File: config.mk
export PLATFORM = sky130hd
export DESIGN_NAME = vnacc_front
export DESIGN_NICKNAME = d
export VERILOG_FILES = /design/src/hdl/vnacc_pkg.sv /design/src/hdl/vnacc_front.sv
export VERILOG_INCLUDE_DIRS = /design/src /design/src/hdl
export SDC_FILE = /design/constraint.sdc
export NUM_CORES = 1
export LEC_CHECK = 0
export ABC_AREA = 0
export BUFFER_PORTS_ARGS = -buffer_cell sky130_fd_sc_hd__buf_2
export CORE_MARGIN = 3
export CORE_UTILIZATION = 35
export DETAILED_ROUTE_END_ITERATION = 10
export HOLD_SLACK_MARGIN = 0.02
export SETUP_SLACK_MARGIN = 0.05
export SLEW_MARGIN = 20
export SYNTH_ARGS = -nofsm -noshare
export SYNTH_HDL_FRONTEND = slang
export SYNTH_SLANG_ARGS = --single-unit
File: constraint.sdc
create_clock -name clock -period 9.6 [get_ports clock]
set_input_delay 1.92 -clock clock [delete_from_list [all_inputs] [get_ports clock]]
set_output_delay 1.92 -clock clock [all_outputs]
set_load 0.05 [all_outputs]
File: src/hdl/vertex_normal_accumulator_defines.svh
// ----------------------------------------------------------------------------
// vertex normal accumulator assertion macros
// shared property forms used by the rtl modules of the block
// ----------------------------------------------------------------------------
`ifndef VERTEX_NORMAL_ACCUMULATOR_DEFINES_SVH
`define VERTEX_NORMAL_ACCUMULATOR_DEFINES_SVH

// same-cycle implication
`define VNACC_ASSERT_NOW(label, ante, cons, msg) \
   label: assert property (@(posedge clock) disable iff (reset) (ante) |-> (cons)) \
      else $error(msg);

// next-cycle implication
`define VNACC_ASSERT_NEXT(label, ante, cons, msg) \
   label: assert property (@(posedge clock) disable iff (reset) (ante) |=> (cons)) \
      else $error(msg);

`endif

File: src/hdl/vnacc_pkg.sv
// ----------------------------------------------------------------------------
// vnacc_pkg
// types, codes and constants of the vertex normal accumulator
// ----------------------------------------------------------------------------
package vnacc_pkg;

   localparam int VNACC_MAX_VERTICES = 1024;
   localparam int VNACC_COORD_BITS   = 24;

   localparam int FIELD_COORD_W = 24;
   localparam int IDX_W         = 10;
   localparam int NORM_W        = 16;
   localparam int SUM_W         = 27;
   localparam int SHARE_W       = 12;
   localparam int SHARE_MAX     = 4095;
   localparam int ONE_Q14       = 16384;
   localparam int Q14_SHIFT     = 14;
   localparam int UNIT_W        = 63;
   localparam int FIT_W         = 30;
   localparam int QUEUE_DEPTH   = 2;

   localparam logic [1:0] CMD_CLEAR       = 2'd0;
   localparam logic [1:0] CMD_ADD_VERTEX  = 2'd1;
   localparam logic [1:0] CMD_ADD_FACE    = 2'd2;
   localparam logic [1:0] CMD_READ_NORMAL = 2'd3;

   localparam logic [1:0] STATUS_OK         = 2'd0;
   localparam logic [1:0] STATUS_NO_FACE    = 2'd1;
   localparam logic [1:0] STATUS_BAD_INDEX  = 2'd2;
   localparam logic [1:0] STATUS_DEGENERATE = 2'd3;

   typedef enum logic [3:0] {
      OP_CLEAR  = 4'b0001,
      OP_VERTEX = 4'b0010,
      OP_FACE   = 4'b0100,
      OP_READ   = 4'b1000
   } op_type;

   typedef struct packed {
      logic [1:0]                      cmd;
      logic [IDX_W-1:0]                vertex_index;
      logic signed [FIELD_COORD_W-1:0] coord_x;
      logic signed [FIELD_COORD_W-1:0] coord_y;
      logic signed [FIELD_COORD_W-1:0] coord_z;
      logic [IDX_W-1:0]                corner_a;
      logic [IDX_W-1:0]                corner_b;
      logic [IDX_W-1:0]                corner_c;
   } req_type;

   typedef struct packed {
      logic signed [NORM_W-1:0] normal_x;
      logic signed [NORM_W-1:0] normal_y;
      logic signed [NORM_W-1:0] normal_z;
      logic [1:0]               status;
   } rsp_type;

   typedef struct packed {
      op_type  op;
      req_type item;
   } q_entry_type;

   typedef struct packed {
      logic        valid;
      q_entry_type entry;
   } q_head_type;

   typedef struct packed {
      logic                     start;
      logic signed [UNIT_W-1:0] vec_x;
      logic signed [UNIT_W-1:0] vec_y;
      logic signed [UNIT_W-1:0] vec_z;
   } unit_req_type;

   typedef struct packed {
      logic                     done;
      logic                     ok;
      logic signed [NORM_W-1:0] n_x;
      logic signed [NORM_W-1:0] n_y;
      logic signed [NORM_W-1:0] n_z;
   } unit_rsp_type;

endpackage

File: src/hdl/vnacc_front.sv
// ----------------------------------------------------------------------------
// vnacc_front
// accepts request items, decodes the command and queues them for the back end
// ----------------------------------------------------------------------------
`include "vertex_normal_accumulator_defines.svh"

module vnacc_front
   import vnacc_pkg::*;
(
   input  logic       clock,
   input  logic       reset,
   input  logic       req_valid,
   output logic       req_ready,
   input  req_type    req_data,
   output q_head_type head,
   input  logic       pop
);

   localparam int PTR_W = (QUEUE_DEPTH > 1) ? $clog2(QUEUE_DEPTH) : 1;
   localparam int CNT_W = $clog2(QUEUE_DEPTH + 1);

   q_entry_type      entry_ff [QUEUE_DEPTH];
   q_entry_type      entry_in;
   logic [PTR_W-1:0] wr_ptr_ff, wr_ptr_in;
   logic [PTR_W-1:0] rd_ptr_ff, rd_ptr_in;
   logic [CNT_W-1:0] count_ff, count_in;
   logic             push;
   op_type           op;

   always_comb begin
      case (req_data.cmd)
         CMD_CLEAR:       op = OP_CLEAR;
         CMD_ADD_VERTEX:  op = OP_VERTEX;
         CMD_ADD_FACE:    op = OP_FACE;
         CMD_READ_NORMAL: op = OP_READ;
         default:         op = OP_CLEAR;
      endcase
   end

   assign entry_in  = '{op: op, item: req_data};
   assign req_ready = (count_ff != CNT_W'(QUEUE_DEPTH));
   assign push      = req_valid && req_ready;

   always_comb begin
      wr_ptr_in = wr_ptr_ff;
      rd_ptr_in = rd_ptr_ff;
      count_in  = count_ff;
      if (push) begin
         wr_ptr_in = (wr_ptr_ff == PTR_W'(QUEUE_DEPTH - 1)) ? '0 : wr_ptr_ff + 1'b1;
      end
      if (pop) begin
         rd_ptr_in = (rd_ptr_ff == PTR_W'(QUEUE_DEPTH - 1)) ? '0 : rd_ptr_ff + 1'b1;
      end
      if (push && !pop) begin
         count_in = count_ff + 1'b1;
      end else if (pop && !push) begin
         count_in = count_ff - 1'b1;
      end
   end

   always_ff @(posedge clock) begin
      if (reset) begin
         wr_ptr_ff <= '0;
         rd_ptr_ff <= '0;
         count_ff  <= '0;
      end else begin
         wr_ptr_ff <= wr_ptr_in;
         rd_ptr_ff <= rd_ptr_in;
         count_ff  <= count_in;
      end
   end

   always_ff @(posedge clock) begin
      if (push) begin
         entry_ff[wr_ptr_ff] <= entry_in;
      end
   end

   assign head.valid = (count_ff != '0);
   assign head.entry = entry_ff[rd_ptr_ff];

   `VNACC_ASSERT_NOW(a_pop_nonempty, pop, count_ff != '0, "queue popped while empty")
   `VNACC_ASSERT_NEXT(a_push_counts, push && !pop, count_ff == $past(count_ff) + 1'b1,
      "queue count missed a push")

endmodule

==> metrics.md <==
| Metric | Value |
|---|---|
| Status | finished, final reports clean |
| Synth warn | 0 |
| Max-slew headroom | 33.3% |
| Minimum clock period | between 4 and 5 ns |
| # IOs | 238 |
| Post-synth EDFFs | roughly 240 |
| Fillcell total | 2,155 |
| DRC Markers | 0 |
| Leak pwr | 4.19 nW |
| FP Rows | 57 |
| Die Area | between 0.02 and 0.03 mm^2 |
| Critical Path Sink | head[26] |
| CTS Hold Bufs | 0 |
| Netlist cell types | 21 |
| Worst R2R Path Depth | 3 |
| Power Density | 253 mW/mm^2 |
| Syn Area/Cell | 22.3 um^2 |
| Final GP Congestion | about 0.74 |
| Clock transition at path regs | 0.06 ns |
| Vias in the first global route | 4,945 |
| Worst flop-to-flop path startpoint | count_ff[0]$_SDFFE_PP0P_ |
| Fin crit share | 50.7% |
| Hpwl dp | 11,200 um |
| Gr usage total | 12.0% |
| CTS tree | built |
| Final Total Pwr | between 2 and 3 mW |
| Seq/Total Area, Yosys | 81.4% |
| Setup TNS | 0 ns |
| ANT nets after route | 0 |
| Routed WL per cell | 17.2 um |
| Vert. Die Dim | 165 um |
| Iter 0 DRT Violations | 188 |
| Final Instance Count excl. Fillers | 989 |
| Core ar. | around 0.025 mm^2 |
| Final hold vios | 0 |
| Worst R2R Setup Slack | 6.96 ns |
| Async S/R FF share, synth | 0% |
| Critical Path RT | 7.68 ns |
| MaxCap Viol Count | 0 |
| Clock Latency Late Sink | 0.50 ns |
| Cts repair resizes | 0 |
| Peak supply drop | 0.000123 V |
| Total Wirelength | 17,000 um |
| Measured slew at the worst slew-check pin | 1.00 ns |
| Top_reg_cell synth | edfxtp_1 |
| Top-count cell post-synth | edfxtp_1 |
| Setup Fix Bufs, Post-CTS | 0 |
| Num CTS Buffers | 25 |
| Slew Limit Fails | 0 |
| Via count | 4,513 |
| Worst Hold Class | reg -> reg |
| Syn Nets | 514 |
| DIE WIDTH | 165 um |
| Initial Util | roughly 36% |
| Slowest stage cell, crit path | buf_4 |
| Largest net degree at the start of global routing | 73 |
| Synth top cells by count | edfxtp_1 (236), mux2_2 (98), mux2_4 (20) |
| Root Driver | clkbuf_16 |
| Endpoints failing setup | 0 |
| Clock Path Buffers | 3 |
| Peak Freq | 205 MHz |
| Max Clock Skew | 0.00461 ns |
| Drt first pass iters | 4 |
| Startpoint types | flop |
| Diodes inserted | 0 |
| Total grt overflow | 0 |
| Largest area contributor in the netlist | edfxtp_1 |
| Dpl cells | 946 |
| NumNets Final | 768 |
| Yosys reg bits | 241 |
| Reg-to-reg endpoint | entry_ff[1][63]$_DFFE_PP_ |
| First-pass GRT wire length | 25,900 um |
| Critical Path AT | 2.95 ns |
| Initial antenna violation count | 0 |
| Max FO, Critical Path | 66 |
| Post-synth top area share | 80.3% |
| Crit Path Class | reg -> out |
| Post-Syn Area | 0.00882 mm^2 |
| Syn Inst Count | 395 |
| Clock net sink count | 241 |
| PortBufs | about 240 |
| Post-DR vias/cell | 4.56 |
| Layout cells sized above 1 | 60.3% |
| Crit-path cells | buf_4 > mux2_2 > buf_2 |
| CP peak stage delay | 0.85 ns |
| CTS HTree Levels | 1 |
| Area delta synth->final | 26.8% |
| Top post-synthesis cells by area | edfxtp_1 (80%), mux2_2 (13%), mux2_4 (3.4%), dfxtp_1 (1.1%), buf_2 (0.51%) |
| RSZ-0062 raised after global routing | false |
| Worst setup EP type | output port |
[metal layers]
| layer | global-route usage [%] | part of all wire (%) | vias up |
|---|---|---|---|
| li1 | - | - | 2069 |
| met1 | 14.1 | 39 | 2232 |
| met2 | 21.1 | 50 | 166 |
| met3 | 3.49 | 7.7 | 46 |
| met4 | 4.42 | 3.6 | 0 |
| met5 | 0 | 0 | - |
[metrics by stage]
stage          util, %  cell area, um^2  worst slack [ns]  hold WS (ns)
6_report          45.6            11200              4.73         0.515
3_5_place_dp      42.2            10400              5.19         0.496
4_1_cts           45.6            11200              4.65         0.508
5_1_grt           45.6            11200              4.55         0.557
3_3_place_gp      42.2            10400              5.23         0.478
2_1_floorplan        -             8820              4.42         0.461
[cells by family (layout without fill, tap and decap cells)]
| logic type | after synthesis | after routing | share of synthesized area (%) |
|---|---|---|---|
| and+or+nand+nor | 13 | 13 | 0.822 |
| adders and majority gates | 1 | 1 | 0.142 |
| DFF | 241 | 241 | 81.4 |
| AOI/OAI and AO/OA | 4 | 4 | 0.284 |
| muxes | 118 | 118 | 15.9 |
| xor gates and xnor gates | 3 | 3 | 0.298 |
| buffers and inverters | 15 | 285 | 1.11 |
[flip-flops by register name, summed over array words and instances (netlist names), named ones only]
signal and count:
count_ff 2, entry_ff 236, rd_ptr_ff 1, wr_ptr_ff 1
[cell usage in the layout (no fill, tap or decap)]
cell and n:
ha_1 1, inv_4 1, a21oi_1 2, dfxtp_1 4, o21ai_0 1, and2_1 2
xnor2_1 1, and3_4 1, buf_2 237, buf_4 3, dfxtp_4 1, clkbuf_8 5
clkbuf_16 25, bufinv_16 3, mux2_2 98, a21bo_2 1, or3_1 1, nor2_1 4
nand2b_1 1, nor2b_1 2, clkbuf_1 2, mux2_4 20, clkinv_2 5, or2_2 1
inv_1 1, nand3b_1 1, xor2_1 2, clkinv_1 3, edfxtp_1 236
[layout make-up]
type	count	area (um^2)	area share [%]
clock buffer	32	702	6.27
sequential	241	7190	64.3
tap	324	405	3.62
clock inverter	11	126	1.13
timing repair buffer	240	1210	10.8
inverter	2	10.0	0.0895
multi-input combinational	139	1550	13.8
[how the worst min path moves through the flow]
stage / start / to / slack [ns] / cells after the start
5_1_grt: count_ff[1]$_SDFFE_PP0P_ / count_ff[1]$_SDFFE_PP0P_ / 0.56 / 2
3_5_place_dp: count_ff[1]$_SDFFE_PP0P_ / count_ff[1]$_SDFFE_PP0P_ / 0.50 / 2
6_report: count_ff[1]$_SDFFE_PP0P_ / count_ff[1]$_SDFFE_PP0P_ / 0.51 / 2
4_1_cts: count_ff[1]$_SDFFE_PP0P_ / count_ff[1]$_SDFFE_PP0P_ / 0.51 / 2
3_3_place_gp: count_ff[1]$_SDFFE_PP0P_ / count_ff[1]$_SDFFE_PP0P_ / 0.48 / 2
2_1_floorplan: count_ff[1]$_SDFFE_PP0P_ / count_ff[1]$_SDFFE_PP0P_ / 0.46 / 2
[report_power, final]
group | leakage, nW | internal, mW | total (mW) | switching [mW]
combinational | 1.53 | 0.152 | 0.565 | 0.413
sequential | 2.25 | 1.28 | 1.31 | 0.0321
clock | 0.413 | 0.591 | 0.955 | 0.364
[worst max-delay path: cells and delay by family (launching register included)]
kind     cells  cell delay [ns]
mux          1             0.43
buf+inv      2             1.07
flops        1             0.83
(Power assumes the default switching activity.)
