==> config.mk <==
export PLATFORM = sky130hd
export DESIGN_NAME = vnacc_unit
export DESIGN_NICKNAME = d
export VERILOG_FILES = /design/src/hdl/vnacc_pkg.sv /design/src/hdl/vnacc_unit.sv
export VERILOG_INCLUDE_DIRS = /design/src /design/src/hdl
export SDC_FILE = /design/constraint.sdc
export NUM_CORES = 2
export LEC_CHECK = 0
export BUFFER_PORTS_ARGS = -buffer_cell sky130_fd_sc_hd__buf_2
export CAP_MARGIN = 20
export CORE_UTILIZATION = 48
export CTS_CLUSTER_SIZE = 28
export DETAILED_ROUTE_END_ITERATION = 16
export HOLD_SLACK_MARGIN = 0.03
export PLACE_DENSITY_LB_ADDON = 0.05
export SLEW_MARGIN = 10
export SYNTH_ARGS = -nofsm -noshare
export SYNTH_HDL_FRONTEND = slang
export SYNTH_SLANG_ARGS = --single-unit
==> constraint.sdc <==
create_clock -name clock -period 27.2 [get_ports clock]
set_input_delay 4.08 -clock clock [delete_from_list [all_inputs] [get_ports clock]]
set_output_delay 4.08 -clock clock [all_outputs]
set_load 0.01 [all_outputs]
==> src/hdl/vertex_normal_accumulator_defines.svh <==
// ----------------------------------------------------------------------------
// vertex normal accumulator assertion macros
// shared property forms used by the rtl modules of the block
// ----------------------------------------------------------------------------
`ifndef VERTEX_NORMAL_ACCUMULATOR_DEFINES_SVH
`define VERTEX_NORMAL_ACCUMULATOR_DEFINES_SVH

// same-cycle implication
`define VNACC_ASSERT_NOW(label, ante, cons, msg) \
   label: assert property (@(posedge clock) disable iff (reset) (ante) |-> (cons)) \
      else $error(msg);

// next-cycle implication
`define VNACC_ASSERT_NEXT(label, ante, cons, msg) \
   label: assert property (@(posedge clock) disable iff (reset) (ante) |=> (cons)) \
      else $error(msg);

`endif

==> src/hdl/vnacc_pkg.sv <==
// ----------------------------------------------------------------------------
// vnacc_pkg
// types, codes and constants of the vertex normal accumulator
// ----------------------------------------------------------------------------
package vnacc_pkg;

   localparam int VNACC_MAX_VERTICES = 1024;
   localparam int VNACC_COORD_BITS   = 24;

   localparam int FIELD_COORD_W = 24;
   localparam int IDX_W         = 10;
   localparam int NORM_W        = 16;
   localparam int SUM_W         = 27;
   localparam int SHARE_W       = 12;
   localparam int SHARE_MAX     = 4095;
   localparam int ONE_Q14       = 16384;
   localparam int Q14_SHIFT     = 14;
   localparam int UNIT_W        = 63;
   localparam int FIT_W         = 30;
   localparam int QUEUE_DEPTH   = 2;

   localparam logic [1:0] CMD_CLEAR       = 2'd0;
   localparam logic [1:0] CMD_ADD_VERTEX  = 2'd1;
   localparam logic [1:0] CMD_ADD_FACE    = 2'd2;
   localparam logic [1:0] CMD_READ_NORMAL = 2'd3;

   localparam logic [1:0] STATUS_OK         = 2'd0;
   localparam logic [1:0] STATUS_NO_FACE    = 2'd1;
   localparam logic [1:0] STATUS_BAD_INDEX  = 2'd2;
   localparam logic [1:0] STATUS_DEGENERATE = 2'd3;

   typedef enum logic [3:0] {
      OP_CLEAR  = 4'b0001,
      OP_VERTEX = 4'b0010,
      OP_FACE   = 4'b0100,
      OP_READ   = 4'b1000
   } op_type;

   typedef struct packed {
      logic [1:0]                      cmd;
      logic [IDX_W-1:0]                vertex_index;
      logic signed [FIELD_COORD_W-1:0] coord_x;
      logic signed [FIELD_COORD_W-1:0] coord_y;
      logic signed [FIELD_COORD_W-1:0] coord_z;
      logic [IDX_W-1:0]                corner_a;
      logic [IDX_W-1:0]                corner_b;
      logic [IDX_W-1:0]                corner_c;
   } req_type;

   typedef struct packed {
      logic signed [NORM_W-1:0] normal_x;
      logic signed [NORM_W-1:0] normal_y;
      logic signed [NORM_W-1:0] normal_z;
      logic [1:0]               status;
   } rsp_type;

   typedef struct packed {
      op_type  op;
      req_type item;
   } q_entry_type;

   typedef struct packed {
      logic        valid;
      q_entry_type entry;
   } q_head_type;

   typedef struct packed {
      logic                     start;
      logic signed [UNIT_W-1:0] vec_x;
      logic signed [UNIT_W-1:0] vec_y;
      logic signed [UNIT_W-1:0] vec_z;
   } unit_req_type;

   typedef struct packed {
      logic                     done;
      logic                     ok;
      logic signed [NORM_W-1:0] n_x;
      logic signed [NORM_W-1:0] n_y;
      logic signed [NORM_W-1:0] n_z;
   } unit_rsp_type;

endpackage

==> src/hdl/vnacc_unit.sv <==
// ----------------------------------------------------------------------------
// vnacc_unit
// iterative unit-vector scaler: range shift, squares, root, Q1.14 division
// ----------------------------------------------------------------------------
`include "vertex_normal_accumulator_defines.svh"

module vnacc_unit
   import vnacc_pkg::*;
(
   input  logic         clock,
   input  logic         reset,
   input  unit_req_type req,
   output unit_rsp_type rsp
);

   localparam int MAG_W = UNIT_W;
   localparam int SQ_W  = 2 * FIT_W + 2;
   localparam int R_W   = FIT_W + 2;
   localparam int DIV_W = FIT_W + Q14_SHIFT + 2;
   localparam int Q_W   = Q14_SHIFT + 1;

   typedef enum logic [6:0] {
      U_IDLE   = 7'b0000001,
      U_SHIFT  = 7'b0000010,
      U_SQUARE = 7'b0000100,
      U_SQRT   = 7'b0001000,
      U_DSET   = 7'b0010000,
      U_DIV    = 7'b0100000,
      U_DONE   = 7'b1000000
   } ustate_type;

   ustate_type               state_ff, state_in;
   logic [MAG_W-1:0]         mag_ff [3];
   logic [MAG_W-1:0]         mag_in [3];
   logic [2:0]               neg_ff, neg_in;
   logic [1:0]               step_ff, step_in;
   logic [2*FIT_W-1:0]       prod_ff, prod_in;
   logic [SQ_W-1:0]          sq_ff, sq_in;
   logic [SQ_W-1:0]          x_ff, x_in;
   logic [SQ_W-1:0]          r_ff, r_in;
   logic [SQ_W-1:0]          bit_ff, bit_in;
   logic [SQ_W-1:0]          trial;
   logic [DIV_W-1:0]         rem_ff, rem_in;
   logic [DIV_W-1:0]         den_ff, den_in;
   logic [Q_W-1:0]           q_ff, q_in;
   logic [Q_W-1:0]           q_next, q_clamp;
   logic [3:0]               qcnt_ff, qcnt_in;
   logic [1:0]               comp_ff, comp_in;
   logic                     ok_ff, ok_in;
   logic signed [NORM_W-1:0] n_ff [3];
   logic signed [NORM_W-1:0] n_in [3];
   logic signed [NORM_W-1:0] q_signed;
   logic [FIT_W-1:0]         sq_op, div_op;
   logic                     all_zero, too_big, take;

   always_comb begin
      all_zero = 1'b1;
      too_big  = 1'b0;
      for (int i = 0; i < 3; i++) begin
         if (mag_ff[i] != '0) begin
            all_zero = 1'b0;
         end
         if (mag_ff[i][MAG_W-1:FIT_W] != '0) begin
            too_big = 1'b1;
         end
      end
      case (step_ff)
         2'd0:    sq_op = mag_ff[0][FIT_W-1:0];
         2'd1:    sq_op = mag_ff[1][FIT_W-1:0];
         default: sq_op = mag_ff[2][FIT_W-1:0];
      endcase
      case (comp_ff)
         2'd0:    div_op = mag_ff[0][FIT_W-1:0];
         2'd1:    div_op = mag_ff[1][FIT_W-1:0];
         default: div_op = mag_ff[2][FIT_W-1:0];
      endcase
      trial    = r_ff + bit_ff;
      take     = (rem_ff >= den_ff);
      q_next   = {q_ff[Q_W-2:0], take};
      q_clamp  = (q_next > Q_W'(ONE_Q14)) ? Q_W'(ONE_Q14) : q_next;
      q_signed = signed'(NORM_W'(q_clamp));
   end

   always_comb begin
      state_in = state_ff;
      mag_in   = mag_ff;
      neg_in   = neg_ff;
      step_in  = step_ff;
      prod_in  = prod_ff;
      sq_in    = sq_ff;
      x_in     = x_ff;
      r_in     = r_ff;
      bit_in   = bit_ff;
      rem_in   = rem_ff;
      den_in   = den_ff;
      q_in     = q_ff;
      qcnt_in  = qcnt_ff;
      comp_in  = comp_ff;
      ok_in    = ok_ff;
      n_in     = n_ff;
      case (state_ff)
         U_IDLE: begin
            if (req.start) begin
               neg_in    = {req.vec_z[UNIT_W-1], req.vec_y[UNIT_W-1], req.vec_x[UNIT_W-1]};
               mag_in[0] = req.vec_x[UNIT_W-1] ? MAG_W'(-req.vec_x) : MAG_W'(req.vec_x);
               mag_in[1] = req.vec_y[UNIT_W-1] ? MAG_W'(-req.vec_y) : MAG_W'(req.vec_y);
               mag_in[2] = req.vec_z[UNIT_W-1] ? MAG_W'(-req.vec_z) : MAG_W'(req.vec_z);
               state_in  = U_SHIFT;
            end
         end
         U_SHIFT: begin
            if (all_zero) begin
               ok_in    = 1'b0;
               n_in[0]  = '0;
               n_in[1]  = '0;
               n_in[2]  = '0;
               state_in = U_DONE;
            end else if (too_big) begin
               for (int i = 0; i < 3; i++) begin
                  mag_in[i] = mag_ff[i] >> 1;
               end
            end else begin
               ok_in    = 1'b1;
               step_in  = '0;
               sq_in    = '0;
               state_in = U_SQUARE;
            end
         end
         U_SQUARE: begin
            prod_in = sq_op * sq_op;
            if (step_ff != 2'd0) begin
               sq_in = sq_ff + SQ_W'(prod_ff);
            end
            step_in = step_ff + 1'b1;
            if (step_ff == 2'd3) begin
               x_in     = sq_ff + SQ_W'(prod_ff);
               r_in     = '0;
               bit_in   = SQ_W'(1) << (SQ_W - 2);
               state_in = U_SQRT;
            end
         end
         U_SQRT: begin
            if (x_ff >= trial) begin
               x_in = x_ff - trial;
               r_in = (r_ff >> 1) + bit_ff;
            end else begin
               r_in = r_ff >> 1;
            end
            bit_in = bit_ff >> 2;
            if (bit_ff[0]) begin
               comp_in  = '0;
               state_in = U_DSET;
            end
         end
         U_DSET: begin
            rem_in   = DIV_W'({div_op, {Q14_SHIFT{1'b0}}}) + DIV_W'(r_ff[R_W-1:1]);
            den_in   = DIV_W'(r_ff[R_W-1:0]) << Q14_SHIFT;
            q_in     = '0;
            qcnt_in  = '0;
            state_in = U_DIV;
         end
         U_DIV: begin
            if (take) begin
               rem_in = rem_ff - den_ff;
            end
            den_in  = den_ff >> 1;
            q_in    = q_next;
            qcnt_in = qcnt_ff + 1'b1;
            if (qcnt_ff == 4'(Q_W - 1)) begin
               n_in[comp_ff] = neg_ff[comp_ff] ? -q_signed : q_signed;
               if (comp_ff == 2'd2) begin
                  state_in = U_DONE;
               end else begin
                  comp_in  = comp_ff + 1'b1;
                  state_in = U_DSET;
               end
            end
         end
         U_DONE: begin
            state_in = U_IDLE;
         end
         default: begin
            state_in = U_IDLE;
         end
      endcase
   end

   always_ff @(posedge clock) begin
      if (reset) begin
         state_ff <= U_IDLE;
      end else begin
         state_ff <= state_in;
      end
   end

   always_ff @(posedge clock) begin
      mag_ff  <= mag_in;
      neg_ff  <= neg_in;
      step_ff <= step_in;
      prod_ff <= prod_in;
      sq_ff   <= sq_in;
      x_ff    <= x_in;
      r_ff    <= r_in;
      bit_ff  <= bit_in;
      rem_ff  <= rem_in;
      den_ff  <= den_in;
      q_ff    <= q_in;
      qcnt_ff <= qcnt_in;
      comp_ff <= comp_in;
      ok_ff   <= ok_in;
      n_ff    <= n_in;
   end

   assign rsp.done = (state_ff == U_DONE);
   assign rsp.ok   = ok_ff;
   assign rsp.n_x  = n_ff[0];
   assign rsp.n_y  = n_ff[1];
   assign rsp.n_z  = n_ff[2];

   `VNACC_ASSERT_NOW(a_start_idle, req.start, state_ff == U_IDLE, "unit started while busy")
   `VNACC_ASSERT_NOW(a_norm_range, rsp.done && rsp.ok,
      rsp.n_x <= 16'sd16384 && rsp.n_x >= -16'sd16384 &&
      rsp.n_y <= 16'sd16384 && rsp.n_y >= -16'sd16384,
      "unit normal out of range")

endmodule

==> reports/results.ini <==
[clocking]
cts_buffer_depth=3
clk_latency_ns=0.70
cts_root_buffer=clkbuf_16
cts.sinks=638
cts.clk_slew.worst_paths_ns=0.06
htreeDepth=3
hold_buffers=0
cts_tree=done
numCtsBuffers=78
post_cts_buffers=0
cts_resized=0

[floorplan]
fp.dieArea_mm2=0.1468
coreArea_mm2=0.1438
fp.dieH_um=383.2
fp.dieW_um=383.2
rows=139
ioPinCount=242
initial_core_util_pct=48.49

[setup_path]
critPathCaptureType=register
crit_required_ns=27.64
max_stage_delay_ns=0.96
slowest_stage=clkinv_1
cpMostUsedCell=fa_1
worstPathMaxFanout=35
start_kind=register
worst-path-buf-inv=6
cp_data_arrival_time_ns=11.12
crit_family=adder cells
path_class=reg -> reg

[logic_synthesis]
synth_top_family_by_area=adder cells
yosysSeqAreaShare_pct=27.37
ys_async_sr_fraction_pct=0
ys_types=86
netlist_area_mm2=0.06974
synth_edf_count=631
synth_seq_cells=638
synth_fa_ha_area_share_pct=29.24
synth_warnings=0
syn_inst=7559
synth_simple_gate_area_share_pct=14.17
synth_fp_nets=8962
synthMuxAreaShare_pct=0.3911
synth_area_leaders=edfxtp_1, fa_1, ha_1, inv_1, nand2_1
ys.flop_type=edfxtp_1
synth_xor_area_share_pct=6.869
synth_compound_area_share_pct=14.77
synth_area_leader_cell=edfxtp_1
synth_area_per_cell_um2=9.227
synth_top_area_share_pct=27.17

[timing]
final_hold_viol_count=0
period_share_pct=39.27
tightest_slew_ns=1.101
final.setup.tns_ns=0
maxSlewViolCount=0
post-route-min-period_ns=10.68
fmax_ghz=0.09362
setup_violations=0
rsz0062_at_grt=false
finClkSkew_ns=0.06959
maxSlewHeadroom_pct=26.14

[finish]
fillers=13430
final_common_cell=inv_1
final_cell_mix=inv_1, nand2_1, fa_1, edfxtp_1, o21ai_0
syn_to_final_growth_pct=8.304
final_nets=9049
drive_gt1_share_pct=6.809

[global_route]
antenna_found_initial=25
gr-total-overflow=0
grt_use_total_pct=28.21
grt_pass1_wl_um=321000
grt_max_degree=134
grt_pass1_vias=55070

[route]
routed_wl_um=206700
drt_first_pass_iters=12
wl_per_cell_um=21.45
drcViolationCount=2
drtAntennaViolNets=0
drt_iter0_drc=4746
vias=54790
viasPerCell=5.688

[run_status]
status=finished with violations
violations=design-rule violations

[place]
dp_hpwl_um=159700
gp_congestion=0.9519
io_buffers=241

[worst_hold_path]
hp-class=reg -> reg

[job]
cap_violations=0

-- worst min-delay path, delay by kind of cell (launching register included) --
kind / cells / cell delay [ns]
simple gates: 1 / 0.05
flops: 1 / 0.34
compound gates: 1 / 0.06
-- flip-flops by register name, indices dropped and copies added (netlist names) --
signal and cells:
r_ff 62, ok_ff 1, x_ff 62, mag_ff 189
prod_ff 59, step_ff 2, bit_ff 31, qcnt_ff 4
rem_ff 46, neg_ff 3, sq_ff 62, q_ff 14
comp_ff 2, rsp 48, state_ff 7, den_ff 46
-- final timing paths --
| path | from | endpoint | slack [ns] | depth (start not counted) |
|---|---|---|---|---|
| worst max-delay path | step_ff[0] | prod_ff[58] | 16.52 | 30 |
| worst max register to register | step_ff[0] | prod_ff[58] | 16.52 | 30 |
| worst min-delay path | mag_ff[45] | mag_ff[44] | 0.55 | 2 |
| worst min register to register | mag_ff[45] | mag_ff[44] | 0.55 | 2 |
-- Yosys cell counts (30+ instances only) --
master and instances:
nand2_1 870, edfxtp_1 631, or3_1 54, nand3_1 82
and3_1 49, o31ai_1 79, nor2b_1 42, fa_1 698
clkbuf_1 282, a22o_1 41, a31oi_1 83, nor3_1 62
nand2b_1 53, inv_1 1016, o21ai_0 561, xnor2_1 185
nor2_1 561, ha_1 513, a21o_1 163, a211oi_1 74
nor4_1 79, or4_1 30, o21a_1 45, nand4_1 72
a21oi_1 362, xor2_1 362, and2_1 96, o21bai_1 46
-- area by class of cell --
type,count,area [µm²],share of cell area [%]
diodes,19,47.55,0.06295
clock buffers,94,2012,2.664
clock inverters,50,565.5,0.7487
inverters,1025,3851,5.099
multi-input cells,5586,45780,60.60
flip-flops and latches,638,19090,25.27
well taps,1903,2381,3.152
repair buffers,317,1812,2.399
-- stage by stage --
stage	worst slack [ns]	util, %	std cells	hold slack, ns	area, µm²
floorplan	17.36	-	7559	0.5223	69740
global placement	16.65	50.65	9466	0.5330	72850
detailed placement	16.52	50.66	9467	0.5406	72870
CTS	16.57	52.45	9611	0.5498	75440
global route	16.17	52.51	9629	0.5839	75530
finish	16.52	52.52	9632	0.5461	75530
-- kinds of logic (layout without fill, tap and decap cells) --
family / count (synthesis) / after routing
simple gates: 2145 / 2145
compound gates: 1656 / 1656
buf+inv: 1335 / 1486
fa+ha+maj: 1211 / 1211
flops: 638 / 638
xor+xnor: 547 / 547
mux: 27 / 27
other cells: 0 / 19
-- routing by layer --
| layer | share of wire, % | wire (µm) | vias to the layer above | global-route usage (%) |
|---|---|---|---|---|
| li1 | - | - | 25910 | - |
| met1 | 45 | 93650 | 26880 | 39.62 |
| met2 | 46 | 94320 | 1692 | 45.19 |
| met3 | 6.4 | 13150 | 300 | 4.378 |
| met4 | 2.7 | 5506 | 4 | 7.667 |
| met5 | 0.014 | 28 | - | 0 |
Power is not shown: default switching activity piles up to over one toggle a cycle in this logic, so the estimate is an artifact.
